File: config.mk
export PLATFORM = sky130hd
export DESIGN_NAME = length_prefixed_value_decoder_top_flat
export DESIGN_NICKNAME = d
export VERILOG_FILES = /design/src/rtl/lvd_pkg.sv /design/src/rtl/lvd_channels.sv /design/src/rtl/length_prefixed_value_decoder_top.sv /design/src/flat_wrapper.sv
export SDC_FILE = /design/constraint.sdc
export NUM_CORES = 1
export LEC_CHECK = 0
export BUFFER_PORTS_ARGS = -buffer_cell sky130_fd_sc_hd__buf_2
export CAP_MARGIN = 30
export CORE_MARGIN = 3
export CORE_UTILIZATION = 35
export DETAILED_ROUTE_END_ITERATION = 10
export GPL_ROUTABILITY_DRIVEN = 0
export PLACE_DENSITY = 0.5
export SLEW_MARGIN = 0
export SYNTH_ARGS = -nofsm -noshare
export SYNTH_HDL_FRONTEND = slang
export SYNTH_SLANG_ARGS = --single-unit
File: constraint.sdc
create_clock -name clock -period 11.5 [get_ports clock]
set_input_delay 1.15 -clock clock [delete_from_list [all_inputs] [get_ports clock]]
set_output_delay 1.15 -clock clock [all_outputs]
set_load 0.01 [all_outputs]
File: src/rtl/lvd_pkg.sv
// ----------------------------------------------------------------------------
// lvd_pkg
// Shared types and constants of the length-prefixed value decoder.
// ----------------------------------------------------------------------------
package lvd_pkg;

   // parser phase
   typedef enum logic [2:0] {
      PH_IDLE        = 3'd0,
      PH_PREFIX      = 3'd1,
      PH_LONG_PREFIX = 3'd2,
      PH_PAYLOAD     = 3'd3,
      PH_DISCARD     = 3'd4
   } phase_type;

   // result status codes
   typedef enum logic [1:0] {
      ST_OK     = 2'd0,
      ST_TRUNC  = 2'd1,
      ST_BADLEN = 2'd2,
      ST_NOTERM = 2'd3
   } status_type;

   // value type codes
   typedef enum logic [1:0] {
      TY_NONE   = 2'd0,
      TY_INT    = 2'd1,
      TY_STRING = 2'd2,
      TY_BINARY = 2'd3
   } value_kind_type;

   // prefix byte boundaries
   localparam logic [7:0]  SHORT_PREFIX_MIN = 8'd240;
   localparam logic [7:0]  SHORT_PREFIX_MAX = 8'd252;
   localparam logic [7:0]  LONG_PREFIX_CODE = 8'd255;
   localparam logic [7:0]  MULTI_PREFIX_BASE = 8'd251;
   localparam logic [31:0] INT_MAX_BYTES    = 32'd8;

   // reset value of the long length limit
   localparam logic [31:0] MAX_LONG_LENGTH_RESET = 32'd67108864;

endpackage

File: src/rtl/lvd_channels.sv
// ----------------------------------------------------------------------------
// lvd channels
// Valid/ready channel interfaces for requests, responses and the register port.
// ----------------------------------------------------------------------------

// request channel: one byte of the encoded buffer
interface lvd_req_if;
   logic       valid;
   logic       ready;
   logic [7:0] data_byte;
   logic       end_of_buffer;
   logic [1:0] value_type;

   modport source (output valid, output data_byte, output end_of_buffer,
                   output value_type, input ready);
   modport sink   (input valid, input data_byte, input end_of_buffer,
                   input value_type, output ready);
endinterface

// response channel: one decoded value or error
interface lvd_rsp_if;
   logic               valid;
   logic               ready;
   logic signed [63:0] int_value;
   logic [31:0]        value_length;
   logic [1:0]         status;

   modport source (output valid, output int_value, output value_length,
                   output status, input ready);
   modport sink   (input valid, input int_value, input value_length,
                   input status, output ready);
endinterface

// register write channel: long length limit
interface lvd_csr_if;
   logic        valid;
   logic        ready;
   logic [31:0] wdata;

   modport source (output valid, output wdata, input ready);
   modport sink   (input valid, input wdata, output ready);
endinterface

File: src/rtl/length_prefixed_value_decoder_top.sv
// ----------------------------------------------------------------------------
// length_prefixed_value_decoder_top
// Byte-serial parser of length-prefixed values with one response per value.
// ----------------------------------------------------------------------------
// Usage
//   req_chan carries one byte of the encoded buffer per request, with its
//   end_of_buffer mark and the value type (sampled at a value's first byte).
//   rsp_chan gives one response when a value completes or an error is found:
//   integer, decoded length and status. csr_chan writes the long length
//   limit; it is always ready and should only be written while idle.
// Pipeline and throughput
//   A request is taken into an input register and parsed from there; its
//   response, if any, is loaded into the response register. One request per
//   cycle is sustained while no response waits on rsp_chan; the per-byte
//   parser step is a 32-bit count and compare.
// Reset
//   Synchronous, active high: parser waits for a first prefix byte, the
//   limit returns to 67108864 and both pipeline registers are empty.
// Stall
//   While a response waits on rsp_chan, the input register holds one more
//   request; after that req_chan.ready drops until the response is taken.
// ----------------------------------------------------------------------------
module length_prefixed_value_decoder_top (
   input logic      clock,
   input logic      reset,
   lvd_req_if.sink   req_chan,
   lvd_rsp_if.source rsp_chan,
   lvd_csr_if.sink   csr_chan
);

   // register port
   logic [31:0] max_len_ff;

   // input register
   logic       s1_valid_ff, s1_valid_in;
   logic [7:0] s1_byte_ff;
   logic       s1_eob_ff;
   logic [1:0] s1_type_ff;

   // parser state
   lvd_pkg::phase_type      phase_ff, phase_in;
   logic [2:0]              pleft_ff, pleft_in;
   logic [31:0]             len_ff, len_in;
   logic [31:0]             pay_ff, pay_in;
   logic [63:0]             int_ff, int_in;
   lvd_pkg::value_kind_type held_ff, held_in;
   logic [7:0]              last_ff, last_in;
   lvd_pkg::status_type     deferr_ff, deferr_in;

   // response register
   logic                rsp_valid_ff, rsp_valid_in;
   logic signed [63:0]  rsp_int_ff;
   logic [31:0]         rsp_len_ff;
   lvd_pkg::status_type rsp_status_ff;

   // step outputs
   logic                advance, proc;
   logic                emit;
   logic [63:0]         emit_val;
   logic [31:0]         emit_len;
   lvd_pkg::status_type emit_status;
   logic                lk_go;
   logic [31:0]         lk_len;
   logic [31:0]         acc;
   logic [2:0]          pleft_dec;
   logic [31:0]         pay_dec;

   // handshake
   assign advance        = !rsp_valid_ff || rsp_chan.ready;
   assign proc           = s1_valid_ff && advance;
   assign req_chan.ready = !s1_valid_ff || advance;
   assign csr_chan.ready = 1'b1;

   assign rsp_chan.valid        = rsp_valid_ff;
   assign rsp_chan.int_value    = rsp_int_ff;
   assign rsp_chan.value_length = rsp_len_ff;
   assign rsp_chan.status       = rsp_status_ff;

   // long length limit register
   always_ff @(posedge clock) begin
      if (reset) begin
         max_len_ff <= lvd_pkg::MAX_LONG_LENGTH_RESET;
      end else if (csr_chan.valid) begin
         max_len_ff <= csr_chan.wdata;
      end
   end

   // input register
   always_comb begin
      s1_valid_in = s1_valid_ff;
      if (req_chan.valid && req_chan.ready) begin
         s1_valid_in = 1'b1;
      end else if (proc) begin
         s1_valid_in = 1'b0;
      end
   end

   always_ff @(posedge clock) begin
      if (reset) begin
         s1_valid_ff <= 1'b0;
      end else begin
         s1_valid_ff <= s1_valid_in;
      end
   end

   always_ff @(posedge clock) begin
      if (req_chan.valid && req_chan.ready) begin
         s1_byte_ff <= req_chan.data_byte;
         s1_eob_ff  <= req_chan.end_of_buffer;
         s1_type_ff <= req_chan.value_type;
      end
   end

   // one parser step per byte
   always_comb begin
      phase_in    = phase_ff;
      pleft_in    = pleft_ff;
      len_in      = len_ff;
      pay_in      = pay_ff;
      int_in      = int_ff;
      held_in     = held_ff;
      last_in     = last_ff;
      deferr_in   = deferr_ff;
      emit        = 1'b0;
      emit_val    = '0;
      emit_len    = '0;
      emit_status = lvd_pkg::ST_OK;
      lk_go       = 1'b0;
      lk_len      = '0;
      acc         = {len_ff[23:0], s1_byte_ff};
      pleft_dec   = pleft_ff - 3'd1;
      pay_dec     = pay_ff - 32'd1;

      if (proc) begin
         unique case (phase_ff)
            lvd_pkg::PH_IDLE: begin
               held_in = lvd_pkg::value_kind_type'(s1_type_ff);
               if (s1_byte_ff < lvd_pkg::SHORT_PREFIX_MIN) begin
                  lk_go  = 1'b1;
                  lk_len = {24'd0, s1_byte_ff};
               end else begin
                  if (s1_byte_ff <= lvd_pkg::SHORT_PREFIX_MAX) begin
                     len_in   = {28'd0, s1_byte_ff[3:0]};
                     pleft_in = 3'd1;
                     phase_in = lvd_pkg::PH_PREFIX;
                  end else begin
                     len_in   = '0;
                     pleft_in = 3'(s1_byte_ff - lvd_pkg::MULTI_PREFIX_BASE);
                     phase_in = (s1_byte_ff == lvd_pkg::LONG_PREFIX_CODE) ?
                                lvd_pkg::PH_LONG_PREFIX : lvd_pkg::PH_PREFIX;
                  end
                  if (s1_eob_ff) begin
                     emit        = 1'b1;
                     emit_status = lvd_pkg::ST_TRUNC;
                  end
               end
            end
            lvd_pkg::PH_PREFIX, lvd_pkg::PH_LONG_PREFIX: begin
               len_in   = acc;
               pleft_in = pleft_dec;
               if (pleft_dec != 3'd0) begin
                  if (s1_eob_ff) begin
                     emit        = 1'b1;
                     emit_status = lvd_pkg::ST_TRUNC;
                  end
               end else if (phase_ff == lvd_pkg::PH_LONG_PREFIX && acc > max_len_ff) begin
                  emit        = 1'b1;
                  emit_len    = acc;
                  emit_status = lvd_pkg::ST_BADLEN;
               end else begin
                  lk_go  = 1'b1;
                  lk_len = acc;
               end
            end
            lvd_pkg::PH_PAYLOAD: begin
               if (held_ff == lvd_pkg::TY_INT) begin
                  if (pay_ff == len_ff) begin
                     int_in = {{56{s1_byte_ff[7]}}, s1_byte_ff};
                  end else begin
                     int_in = {int_ff[55:0], s1_byte_ff};
                  end
               end
               last_in = s1_byte_ff;
               pay_in  = pay_dec;
               if (pay_dec != 32'd0) begin
                  if (s1_eob_ff) begin
                     emit        = 1'b1;
                     emit_status = lvd_pkg::ST_TRUNC;
                  end
               end else begin
                  emit     = 1'b1;
                  emit_len = len_ff;
                  if (deferr_ff != lvd_pkg::ST_OK) begin
                     emit_status = deferr_ff;
                  end else if (held_ff == lvd_pkg::TY_INT) begin
                     emit_val = int_in;
                  end else if (held_ff == lvd_pkg::TY_NONE) begin
                     emit_status = lvd_pkg::ST_OK;
                  end else if (last_in != 8'd0) begin
                     emit_status = lvd_pkg::ST_NOTERM;
                  end else begin
                     emit_len = len_ff - 32'd1;
                  end
               end
            end
            lvd_pkg::PH_DISCARD: begin
               if (s1_eob_ff) begin
                  phase_in = lvd_pkg::PH_IDLE;
               end
            end
            default: begin
               phase_in = lvd_pkg::PH_IDLE;
            end
         endcase

         // length fully known
         if (lk_go) begin
            len_in = lk_len;
            if (lk_len == 32'd0) begin
               emit        = 1'b1;
               emit_status = (held_in == lvd_pkg::TY_INT) ?
                             lvd_pkg::ST_BADLEN : lvd_pkg::ST_OK;
            end else if (s1_eob_ff) begin
               emit        = 1'b1;
               emit_status = lvd_pkg::ST_TRUNC;
            end else begin
               pay_in    = lk_len;
               int_in    = '0;
               deferr_in = (held_in == lvd_pkg::TY_INT && lk_len > lvd_pkg::INT_MAX_BYTES) ?
                           lvd_pkg::ST_BADLEN : lvd_pkg::ST_OK;
               phase_in  = lvd_pkg::PH_PAYLOAD;
            end
         end

         // phase after a response
         if (emit) begin
            phase_in = (emit_status != lvd_pkg::ST_OK && !s1_eob_ff) ?
                       lvd_pkg::PH_DISCARD : lvd_pkg::PH_IDLE;
         end
      end
   end

   always_ff @(posedge clock) begin
      if (reset) begin
         phase_ff  <= lvd_pkg::PH_IDLE;
         pleft_ff  <= '0;
         len_ff    <= '0;
         pay_ff    <= '0;
         int_ff    <= '0;
         held_ff   <= lvd_pkg::TY_NONE;
         last_ff   <= '0;
         deferr_ff <= lvd_pkg::ST_OK;
      end else begin
         phase_ff  <= phase_in;
         pleft_ff  <= pleft_in;
         len_ff    <= len_in;
         pay_ff    <= pay_in;
         int_ff    <= int_in;
         held_ff   <= held_in;
         last_ff   <= last_in;
         deferr_ff <= deferr_in;
      end
   end

   // response register
   always_comb begin
      rsp_valid_in = rsp_valid_ff;
      if (advance) begin
         rsp_valid_in = proc && emit;
      end
   end

   always_ff @(posedge clock) begin
      if (reset) begin
         rsp_valid_ff <= 1'b0;
      end else begin
         rsp_valid_ff <= rsp_valid_in;
      end
   end

   always_ff @(posedge clock) begin
      if (proc && emit) begin
         rsp_int_ff    <= emit_val;
         rsp_len_ff    <= emit_len;
         rsp_status_ff <= emit_status;
      end
   end

`ifndef SYNTHESIS
   // a byte marked end of buffer always leaves the parser waiting for a prefix
   assert property (@(posedge clock) disable iff (reset)
      (proc && s1_eob_ff) |=> (phase_ff == lvd_pkg::PH_IDLE))
      else $error("parser not idle after end of buffer");

   // a value in payload phase always has bytes left
   assert property (@(posedge clock) disable iff (reset)
      (phase_ff == lvd_pkg::PH_PAYLOAD) |-> (pay_ff != 32'd0))
      else $error("payload phase with no bytes left");

   // truncation reports a zero length
   assert property (@(posedge clock) disable iff (reset)
      (rsp_valid_ff && rsp_status_ff == lvd_pkg::ST_TRUNC) |-> (rsp_len_ff == 32'd0))
      else $error("truncation with non-zero length");

   // errors never carry an integer
   assert property (@(posedge clock) disable iff (reset)
      (rsp_valid_ff && rsp_status_ff != lvd_pkg::ST_OK) |-> (rsp_int_ff == 64'sd0))
      else $error("error response with integer value");
`endif

endmodule
File: src/flat_wrapper.sv
// flat-port wrapper written by rule: the top's interface ports become plain ports
module length_prefixed_value_decoder_top_flat 
  (clock, reset, req_chan_valid, req_chan_data_byte, req_chan_end_of_buffer, req_chan_value_type, req_chan_ready, rsp_chan_valid, rsp_chan_int_value, rsp_chan_value_length, rsp_chan_status, rsp_chan_ready, csr_chan_valid, csr_chan_wdata, csr_chan_ready);
  lvd_req_if req_chan_i ();
  lvd_rsp_if rsp_chan_i ();
  lvd_csr_if csr_chan_i ();
  input logic clock;
  input logic reset;
  input wire logic [$bits(req_chan_i.valid)-1:0] req_chan_valid;
  input wire logic [$bits(req_chan_i.data_byte)-1:0] req_chan_data_byte;
  input wire logic [$bits(req_chan_i.end_of_buffer)-1:0] req_chan_end_of_buffer;
  input wire logic [$bits(req_chan_i.value_type)-1:0] req_chan_value_type;
  output wire logic [$bits(req_chan_i.ready)-1:0] req_chan_ready;
  output wire logic [$bits(rsp_chan_i.valid)-1:0] rsp_chan_valid;
  output wire logic [$bits(rsp_chan_i.int_value)-1:0] rsp_chan_int_value;
  output wire logic [$bits(rsp_chan_i.value_length)-1:0] rsp_chan_value_length;
  output wire logic [$bits(rsp_chan_i.status)-1:0] rsp_chan_status;
  input wire logic [$bits(rsp_chan_i.ready)-1:0] rsp_chan_ready;
  input wire logic [$bits(csr_chan_i.valid)-1:0] csr_chan_valid;
  input wire logic [$bits(csr_chan_i.wdata)-1:0] csr_chan_wdata;
  output wire logic [$bits(csr_chan_i.ready)-1:0] csr_chan_ready;
  assign req_chan_i.valid = req_chan_valid;
  assign req_chan_i.data_byte = req_chan_data_byte;
  assign req_chan_i.end_of_buffer = req_chan_end_of_buffer;
  assign req_chan_i.value_type = req_chan_value_type;
  assign req_chan_ready = req_chan_i.ready;
  assign rsp_chan_valid = rsp_chan_i.valid;
  assign rsp_chan_int_value = rsp_chan_i.int_value;
  assign rsp_chan_value_length = rsp_chan_i.value_length;
  assign rsp_chan_status = rsp_chan_i.status;
  assign rsp_chan_i.ready = rsp_chan_ready;
  assign csr_chan_i.valid = csr_chan_valid;
  assign csr_chan_i.wdata = csr_chan_wdata;
  assign csr_chan_ready = csr_chan_i.ready;
  length_prefixed_value_decoder_top u_core (.clock(clock), .reset(reset), .req_chan(req_chan_i), .rsp_chan(rsp_chan_i), .csr_chan(csr_chan_i));
endmodule
==> run metrics <==
area grow syn2layout=14.1%; gr usage total=between 20% and 30%; DR pass1 iterations=5; die span in x=roughly 210 µm; setup_tns=0 ps; dominant cell type by area after synthesis=dfxtp_1; hold buffers post-CTS=0; # diodes=0; Seq. cell area=between 6000 and 7000 µm²; Vias/cell=5.61; Ys Warns=0; placed cells=~2200; DRC=0; VDD IR max=~0.099 mV; CP max stage delay=approximately 670 ps; Setup crit start=u_core.pay_ff[1]; synth top area cells=dfxtp_1, edfxtp_1, nor2_1; HP Class=flip-flop to flip-flop; Post-Syn Area per Cell=8.95 µm²; delay-heaviest family, CP=simple AND/OR/NAND/NOR gates; Post-Syn Area=approximately 15000 µm²; Worst Path Required=roughly 12000 ps; Iter 0 DRT Violations=~1100; CTS Sinks=280; P per Cell Area=approximately 140 nW/µm²; die area=about 45000 µm²; CTS tree=done; status=finished, final reports clean; TritonCTS buffer count=34; number of synthesized flops with an enable pin=109; worst path cell trace=inv_1, ha_1, nor4b_4, nand2_1, or3_1, o41ai_2, nand4_1, nor4_4, buf_4, nor3_1, o21ai_0, nand2_1, inv_4, buf_4; hold path depth=2; Skew-Pair Late Insertion Delay=approximately 540 ps; Clock Skew=15.3 ps; worst-case clock buffer depth=3; register area share after synthesis=between 40% and 50%; Rel. slew slack=roughly 36%; GRT overflow=0; final-report setup violation count=0; crit path buf inv count=4; area of the multi-input gates=7330 µm²; Fill cells=between 4000 and 5000; top cell type's share of synthesized area=between 20% and 30%; share of layout cells above drive strength 1=between 10% and 20%; Max Cap Viol=0; slowest CP cell=buf_4; Syn Inst Count=1655; crit path launch type=flip-flop; Pleak=approximately 5.9 nW; Core Area=slightly above 40000 µm²; Vert. Die Dim=about 210 µm; Final nets=1785; Initial Utilization=35.9%; Worst-Margin Slew=964 ps; final core occ=40.9%; crit path max fanout=57; Slew Limit Fails=0; period utilization=between 40 and 50%; vias in the first global route=between 10000 and 15000; Vias=12661; Total Routed Length=approximately 46 mm; fraction of registers with async set/reset=0%; Worst R2R Path Depth=14; Mapped Nets=around 1700; Netlist cell types=80; crit path capture type=flip-flop; worst r2r dst=u_core.rsp_chan.value_length[29]; input/output buffers=around 150; register bit count reported by yosys=280; first-pass GRT wire length=just over 70 mm; clock transition at the registers of the reported paths=around 50 ps; Tmin final=around 5100 ps; Main synth FF type=dfxtp_1; Setup Crit Path Kind=flip-flop to flip-flop; worst setup path end=u_core.rsp_chan.value_length[29]; Arr. time, crit path=5280 ps; largest net degree at the start of global routing=between 60 and 70; most frequent cells after synthesis=nor2_1, dfxtp_1, a21oi_1; WL per Instance=20.5 µm; RR Startpoint=u_core.pay_ff[1]; CTS H-tree depth=2; I/O pin count=about 150; Final ANT Viol Nets=0; dpl hpwl=31.3 mm; CTS root buf=clkbuf_16; post-CTS sizing=0; num rows=74; initial antenna violation count=1; cell depth of the worst setup path=14; cell with the most instances after synthesis=nor2_1; count of non-filler cells in the finished layout=around 2300; Fmax=around 200 MHz; reg2reg setup slack=roughly 6400 ps; RSZ-0062 raised after global routing=false; Setup Buffers After CTS=0; final hold viol count=0
[worst min path at each step]
stage | startpoint | endpoint
after floorplan | u_core.held_ff[0] | u_core.held_ff[0]
after global placement | u_core.int_ff[3] | u_core.int_ff[3]
after detailed placement | u_core.int_ff[0] | u_core.int_ff[0]
after CTS | u_core.int_ff[0] | u_core.int_ff[0]
after global routing | u_core.int_ff[5] | u_core.int_ff[5]
final | u_core.int_ff[3] | u_core.int_ff[3]
[logic make-up (layout without fill, tap and decap cells)]
logic type / Yosys count / after routing / synth area share, %
buf+inv: 213 / 282 / 5.77
compound gates: 436 / 436 / 21.0
simple gates: 579 / 579 / 18.1
xor+xnor: 75 / 75 / 4.43
flops: 280 / 280 / 45.2
fa+ha+maj: 39 / 39 / 3.29
mux: 32 / 32 / 2.16
other cells: 1 / 1 / 0.0253
[metal layers]
layer / up-vias / GRT usage (%) / share of wire (%)
met5: - / 0 / 0.024
met3: 81 / 4.18 / 7.9
li1: 6066 / - / -
met4: 2 / 6.97 / 2.8
met1: 6019 / 30.3 / 47
met2: 493 / 29.4 / 43
[power breakdown]
group,internal [mW],switching (mW),total [mW]
Clock,0.614,0.428,1.04
Sequential,1.06,0.0328,1.09
Combinational,0.0818,0.176,0.258
Total,1.75,0.637,2.39
[worst reg2reg max path, delay by kind of cell, from the launching register on]
family / cells / cell delay [ps]
adders and majority gates: 1 / 300
DFF: 1 / 360
AOI/OAI and AO/OA: 2 / 510
and+or+nand+nor: 7 / 1800
buffers and inverters: 4 / 1680
[per-stage QoR]
step | cell area [µm²] | worst slack (ps) | hold WS [ps] | total power, mW
global route | 16900 | 5990 | 504 | 2.49
global placement | 15800 | 6610 | 463 | 1.37
finish | 16900 | 6390 | 476 | 2.39
floorplan | 14800 | 6310 | 445 | 1.28
detailed placement | 15800 | 6470 | 473 | 1.37
CTS | 16900 | 6410 | 480 | 2.43
[registers in the layout (all words and copies together) (netlist names)]
name / cells
u_core.deferr_ff: 1
u_core.held_ff: 2
u_core.int_ff: 64
u_core.len_ff: 32
u_core.max_len_ff: 32
u_core.pay_ff: 32
u_core.phase_ff: 3
u_core.pleft_ff: 3
u_core.rsp_chan.int_value: 64
u_core.rsp_chan.status: 2
u_core.rsp_chan.valid: 1
u_core.rsp_chan.value_length: 32
u_core.s1_byte_ff: 8
u_core.s1_eob_ff: 1
u_core.s1_type_ff: 2
u_core.s1_valid_ff: 1
[placed cells by master, fill, tap and decap left out, types with 25 or more instances in the layout]
cell type and instances:
nand2_1 108, a211oi_1 68, nand3_1 45, inv_1 49, clkbuf_16 35, a22oi_1 34
nor2_1 265, nor4_1 27, o21ai_0 47, edfxtp_1 109, mux2i_1 32, a21oi_1 146
xnor2_1 47, nor3_1 38, dfxtp_1 171, xor2_1 28, buf_2 148, ha_1 39
a211oi_2 52, nand4_1 25
[final cells by class]
type	instances	share of cell area (%)
Clock buffer	53	5.82
Clock inverter	9	0.518
Inverter	50	1.13
Multi-Input combinational cell	1162	43.4
Sequential cell	280	39.6
Tap cell	532	3.94
Timing Repair Buffer	170	5.60
Power figures use the tool's default switching activity.
